<file path="config.mk">
export PLATFORM = sky130hd
export DESIGN_NAME = qntp_div
export DESIGN_NICKNAME = d
export VERILOG_FILES = /design/src/qntp_pkg.sv /design/src/qntp_div.sv
export SDC_FILE = /design/constraint.sdc
export NUM_CORES = 2
export LEC_CHECK = 0
export BUFFER_PORTS_ARGS = -buffer_cell sky130_fd_sc_hd__buf_4
export CELL_PAD_IN_SITES_DETAIL_PLACEMENT = 1
export CELL_PAD_IN_SITES_GLOBAL_PLACEMENT = 1
export CORE_ASPECT_RATIO = 0.75
export CORE_UTILIZATION = 48
export DETAILED_ROUTE_END_ITERATION = 10
export GPL_TIMING_DRIVEN = 0
export MAX_ROUTING_LAYER = met4
export PLACE_DENSITY_LB_ADDON = 0.1
export SYNTH_ARGS = -nofsm -noshare
export SYNTH_HDL_FRONTEND = slang
export SYNTH_SLANG_ARGS = --single-unit
</file>
<file path="constraint.sdc">
create_clock -name i_clk -period 3.82 [get_ports i_clk]
set_input_delay 0.764 -clock i_clk [delete_from_list [all_inputs] [get_ports i_clk]]
set_output_delay 0.764 -clock i_clk [all_outputs]
set_load 0.01 [all_outputs]
</file>
<file path="src/qntp_pkg.sv">
// Package of the tangent projection core: field widths, pipeline geometry and payload types.
// Depends on nothing; used by the interfaces, the divider, the top level and the checker.
package qntp_pkg;

    // Transaction fields
    localparam int QUAT_W  = 16;
    localparam int FORCE_W = 32;
    localparam int PROJ_W  = 32;
    localparam int LANES   = 3;

    // Q2.30 normal and rounding position
    localparam int FRAC_SH = 30;

    // Internal widths
    localparam int PROD_Q_W = 2 * QUAT_W;       // quaternion component products
    localparam int NUM_W    = PROD_Q_W + 2;     // signed numerators and squared norm
    localparam int MAG_W    = NUM_W - 1;        // numerator magnitude, up to 2^32
    localparam int QUO_W    = 32;               // quotient with one extra rounding bit
    localparam int REM_W    = MAG_W - 1;        // partial remainder, always below divisor
    localparam int NRM_W    = QUO_W;            // signed Q2.30 normal component
    localparam int PROD1_W  = NRM_W + FORCE_W;  // normal times force
    localparam int SUM_W    = PROD1_W + 2;      // dot product sum and second product
    localparam int DOT_W    = 34;               // dot product in Q16.16
    localparam int CORR_W   = 34;               // correction in Q16.16
    localparam int SUB_W    = CORR_W + 1;       // force minus correction

    // Pipeline geometry
    localparam int DIV_STAGES  = QUO_W;
    localparam int PRE_STAGES  = 3;
    localparam int POST_STAGES = 7;
    localparam int NUM_STAGES  = PRE_STAGES + DIV_STAGES + POST_STAGES;

    typedef logic [LANES-1:0][FORCE_W-1:0] t_vec;
    typedef logic [LANES-1:0][PROJ_W-1:0]  t_proj;

endpackage

</file>
<file path="src/qntp_div.sv">
// Pipelined restoring divider: one quotient bit per stage, numerator not above divisor.
// Depends on qntp_pkg; instantiated once per lane by the top level.
module qntp_div (
    input  logic                       i_clk,
    input  logic                       i_adv,
    input  logic [qntp_pkg::MAG_W-1:0] i_num,
    input  logic [qntp_pkg::MAG_W-1:0] i_den,
    output logic [qntp_pkg::QUO_W-1:0] o_quo
);
    import qntp_pkg::*;

    logic [REM_W-1:0] r_rem [DIV_STAGES];
    logic [MAG_W-1:0] r_den [DIV_STAGES];
    logic [QUO_W-1:0] r_quo [DIV_STAGES];

    logic             w_ge0;
    logic [MAG_W-1:0] w_diff0;

    // Integer bit: the numerator is at most the divisor, so it is 0 or 1
    always_comb begin
        w_ge0   = i_num >= i_den;
        w_diff0 = i_num - i_den;
    end

    always_ff @(posedge i_clk) begin
        if (i_adv) begin
            r_rem[0] <= w_ge0 ? w_diff0[REM_W-1:0] : i_num[REM_W-1:0];
            r_den[0] <= i_den;
            r_quo[0] <= QUO_W'(w_ge0);
        end
    end

    for (genvar j = 1; j < DIV_STAGES; j++) begin : g_step
        logic [MAG_W-1:0] w_shift;
        logic [MAG_W-1:0] w_diff;
        logic             w_ge;

        always_comb begin
            w_shift = {r_rem[j-1], 1'b0};
            w_ge    = w_shift >= r_den[j-1];
            w_diff  = w_shift - r_den[j-1];
        end

        always_ff @(posedge i_clk) begin
            if (i_adv) begin
                r_rem[j] <= w_ge ? w_diff[REM_W-1:0] : w_shift[REM_W-1:0];
                r_den[j] <= r_den[j-1];
                r_quo[j] <= {r_quo[j-1][QUO_W-2:0], w_ge};
            end
        end
    end

    assign o_quo = r_quo[DIV_STAGES-1];

endmodule

</file>
==> impl_metrics.env <==
export IMPL_post_layout_total_power_w=0.141
export IMPL_synth_edf_count=2543
export IMPL_r2r_end="r_rem[15][20]"
export IMPL_reg2reg_setup_slack_ns=-0.0005
export IMPL_overflow=0
export IMPL_post_route_cells_drive_above_1_share=0.133
export IMPL_sequential_share_of_the_synthesized_area=0.544
export IMPL_critical_path_endpoint="r_rem[15][20]"
export IMPL_yosysWarningCount=0
export IMPL_buffer_ports_inserted=99
export IMPL_gp_congestion=0.913
export IMPL_number_of_global_route_vias_before_repair=99200
export IMPL_cts_tree="done"
export IMPL_powerDensity_nw_per_um2=877
export IMPL_dpl_hpwl_um=292000
export IMPL_netlist_top_cells_area="edfxtp_1 54%, ha_1 9.4%, inv_1 3.5%"
export IMPL_post_synthesis_cell_count=12200
export IMPL_cts_root_buf="clkbuf_16"
export IMPL_wire_length_of_the_first_global_routing_pass_um=592000
export IMPL_final_max_slew_viol_count=0
export IMPL_critPathLaunchType="flop"
export IMPL_max_clock_path_buffers=4
export IMPL_worst_setup_hold_path_clk_slew_ns=0.07
export IMPL_synth_main_ff_cell="edfxtp_1"
export IMPL_grt_max_degree=190
export IMPL_setup_total_negative_slack_ns=-0.000527
export IMPL_floorplan_die_width_um=627
export IMPL_run_status="finished, violations left"
export IMPL_number_of_buffers_inserted_for_hold_repair_after_clock_tree_synthesis=0
export IMPL_die_height_um=470
export IMPL_clock_tree_htree_level_count=5
export IMPL_placeableCoreArea_um2=290000
export IMPL_finClkSkew_ns=0.0387
export IMPL_nNetsFinal=13900
export IMPL_worstSetupPathType="flop to flop"
export IMPL_dieArea_um2=295000
export IMPL_largest_fanout_of_any_net_on_the_critical_path=5
export IMPL_area_growth_syn_to_layout_pct=14.5
export IMPL_p_leak_nw=67.0
export IMPL_synth_most_common_cell="edfxtp_1"
export IMPL_rsz0062_at_grt="yes"
export IMPL_failing_checks="DRC, setup timing"
export IMPL_min_period_over_period=1.00
export IMPL_wire_per_inst_um=23.2
export IMPL_detail_route_wirelength_um=393000
export IMPL_critical_path_required_ns=4.41
export IMPL_postSynthNetCount=13300
export IMPL_num_vias=96700
export IMPL_power_ir_vdd_worst_uv=453
export IMPL_cts_buffer_count=281
export IMPL_initial_core_util=0.484
export IMPL_worst_slew_pin_slew_ns=1.25
export IMPL_dpl_instance_area_um2=146000
export IMPL_synthesis_area_um2=140000
export IMPL_arrival_ns=4.41
export IMPL_report_final_setup_viol=1
export IMPL_fp_row_count=171
export IMPL_post_route_drc_count=8
export IMPL_reg_to_reg_startpoint="r_den[3][67]"
export IMPL_ys_seq_elements=2543
export IMPL_antenna_violations_before_repair=21
export IMPL_cts_num_sinks=2543
export IMPL_drtIter0Drc=6890
export IMPL_ff2ff_path_depth=16
export IMPL_post_drt_via_cell_ratio=5.73
export IMPL_timing_hold_ws_ns=0.0751
export IMPL_ant_nets=0
export IMPL_period_needed_ns=3.82
export IMPL_synth_largest_area_cell="edfxtp_1"
export IMPL_max_slew_margin=0.165
export IMPL_startpoint="r_den[3][67]"
export IMPL_synth_top_area_share=0.544
export IMPL_grtUsageTotal=0.266
export IMPL_postSynth_asyncResetShare=0
export IMPL_final_cell_area_um2=161000
export IMPL_drt_pre_antenna_iters=8
export IMPL_finalHoldViolCount=0
export IMPL_final_util=0.554
export IMPL_clock_fmax_mhz=262
export IMPL_worst_skew_pair_late_latency_ns=0.88
export IMPL_design_portCount=100
export IMPL_min_path_type="input port to flop"
export IMPL_yosys_top_cells_count="2543 x edfxtp_1, 1320 x inv_1, 1055 x ha_1"
export IMPL_timing_critical_path_to_type="flop"
export IMPL_finalWorstSetupSlack_ns=-0.000527
export IMPL_ys_types=100
export IMPL_maxCapViolations=0
export IMPL_syn_avg_cell_area_um2=11.5
==> kinds of logic (layout without fill, tap and decap cells) <==
family / after synthesis / count (layout) / share of synthesized area
simple gates: 2510 / 2510 / 0.0847
fa+ha+maj: 1086 / 1086 / 0.0984
buf+inv: 1601 / 2419 / 0.0449
mux: 412 / 412 / 0.0333
flops: 2543 / 2543 / 0.544
xor+xnor: 824 / 824 / 0.0514
other cells: 0 / 10 / 0
compound gates: 3196 / 3199 / 0.144
==> layer usage <==
metal	share of wire	up-vias	wire length, µm	global-route usage
li1	-	45700	-	-
met1	0.47	48700	184000	0.373
met2	0.47	1758	185000	0.421
met3	0.041	535	16000	0.0266
met4	0.020	0	7910	0.0529
met5	0	-	0	-
==> cells in the final DEF (no fill, tap or decap), drive strengths merged, types with 339 or more instances in the layout <==
| cell type | count |
|---|---|
| edfxtp | 2543 |
| inv | 1342 |
| ha | 1055 |
| nand2 | 884 |
| o21ai | 877 |
| a21oi | 866 |
| a21o | 568 |
| nor2 | 545 |
| xnor2 | 485 |
| clkbuf | 465 |
| buf | 445 |
| mux2 | 396 |
| xor2 | 339 |
==> worst min path at each step <==
stage,from,to,slack [ns],cells after the start
after global placement,r_quo[1][339],r_quo[1][372],0.40,0
final,i_den[0],r_den[0][0],0.08,1
after global routing,i_den[0],r_den[0][0],0.03,1
after detailed placement,r_quo[0][392],r_quo[0][425],0.41,0
after floorplan,r_quo[0][96],r_quo[0][129],0.40,0
after CTS,i_den[0],r_den[0][0],0.006,1
==> registers in the layout (all words and copies together), names as in the netlist <==
| register | count |
|---|---|
| r_den | 1023 |
| r_quo | 528 |
| r_rem | 992 |
==> stage by stage <==
stage / instances / worst slack, ns
floorplan: 12200 / 0.228
global placement: 16200 / -20.59
detailed placement: 16200 / -2.01
CTS: 16800 / -0.00256
global route: 16900 / -0.0824
finish: 16900 / -0.000527
==> repair_timing <==
action,CTS,global route
cloned,11,6
endpoints found under the setup margin,1854,1185
gates resized for setup,444,388
buffers inserted,100,102
hold endpoints to repair,0,0
pin swaps,79,114
==> critical path, cell delays in order, from the launching register on <==
cell and delay [ns]:
edfxtp_1 0.41, inv_2 0.09, ha_4 0.21, nor2b_4 0.13
o211ai_1 0.23, a21boi_2 0.12, o21ai_2 0.26, a311oi_4 0.17
o41ai_4 0.34, buf_6 0.18, o31ai_4 0.07, or2_1 0.25
a41o_1 0.21, a21oi_4 0.20, buf_12 0.18, buf_12 0.14
mux2_2 0.34
==> layout make-up <==
cell class	instances	area [µm²]
inverter	1324	4980
buffer	264	1900
timing repair buffer	330	3220
fill	30100	130000
multi-input combinational	8031	60300
clock inverter	179	1870
antenna	10	25.0
clock buffer	322	7290
sequential	2543	76400
tap	3892	4870
==> power by group <==
group / leakage (nW) / switching [W] / internal (W) / total, W
sequential: 25.0 / 0.00484 / 0.0407 / 0.0455
clock: 4.46 / 0.0115 / 0.0160 / 0.0275
combinational: 37.5 / 0.0390 / 0.0289 / 0.0679
Power figures use the tool's default switching activity.
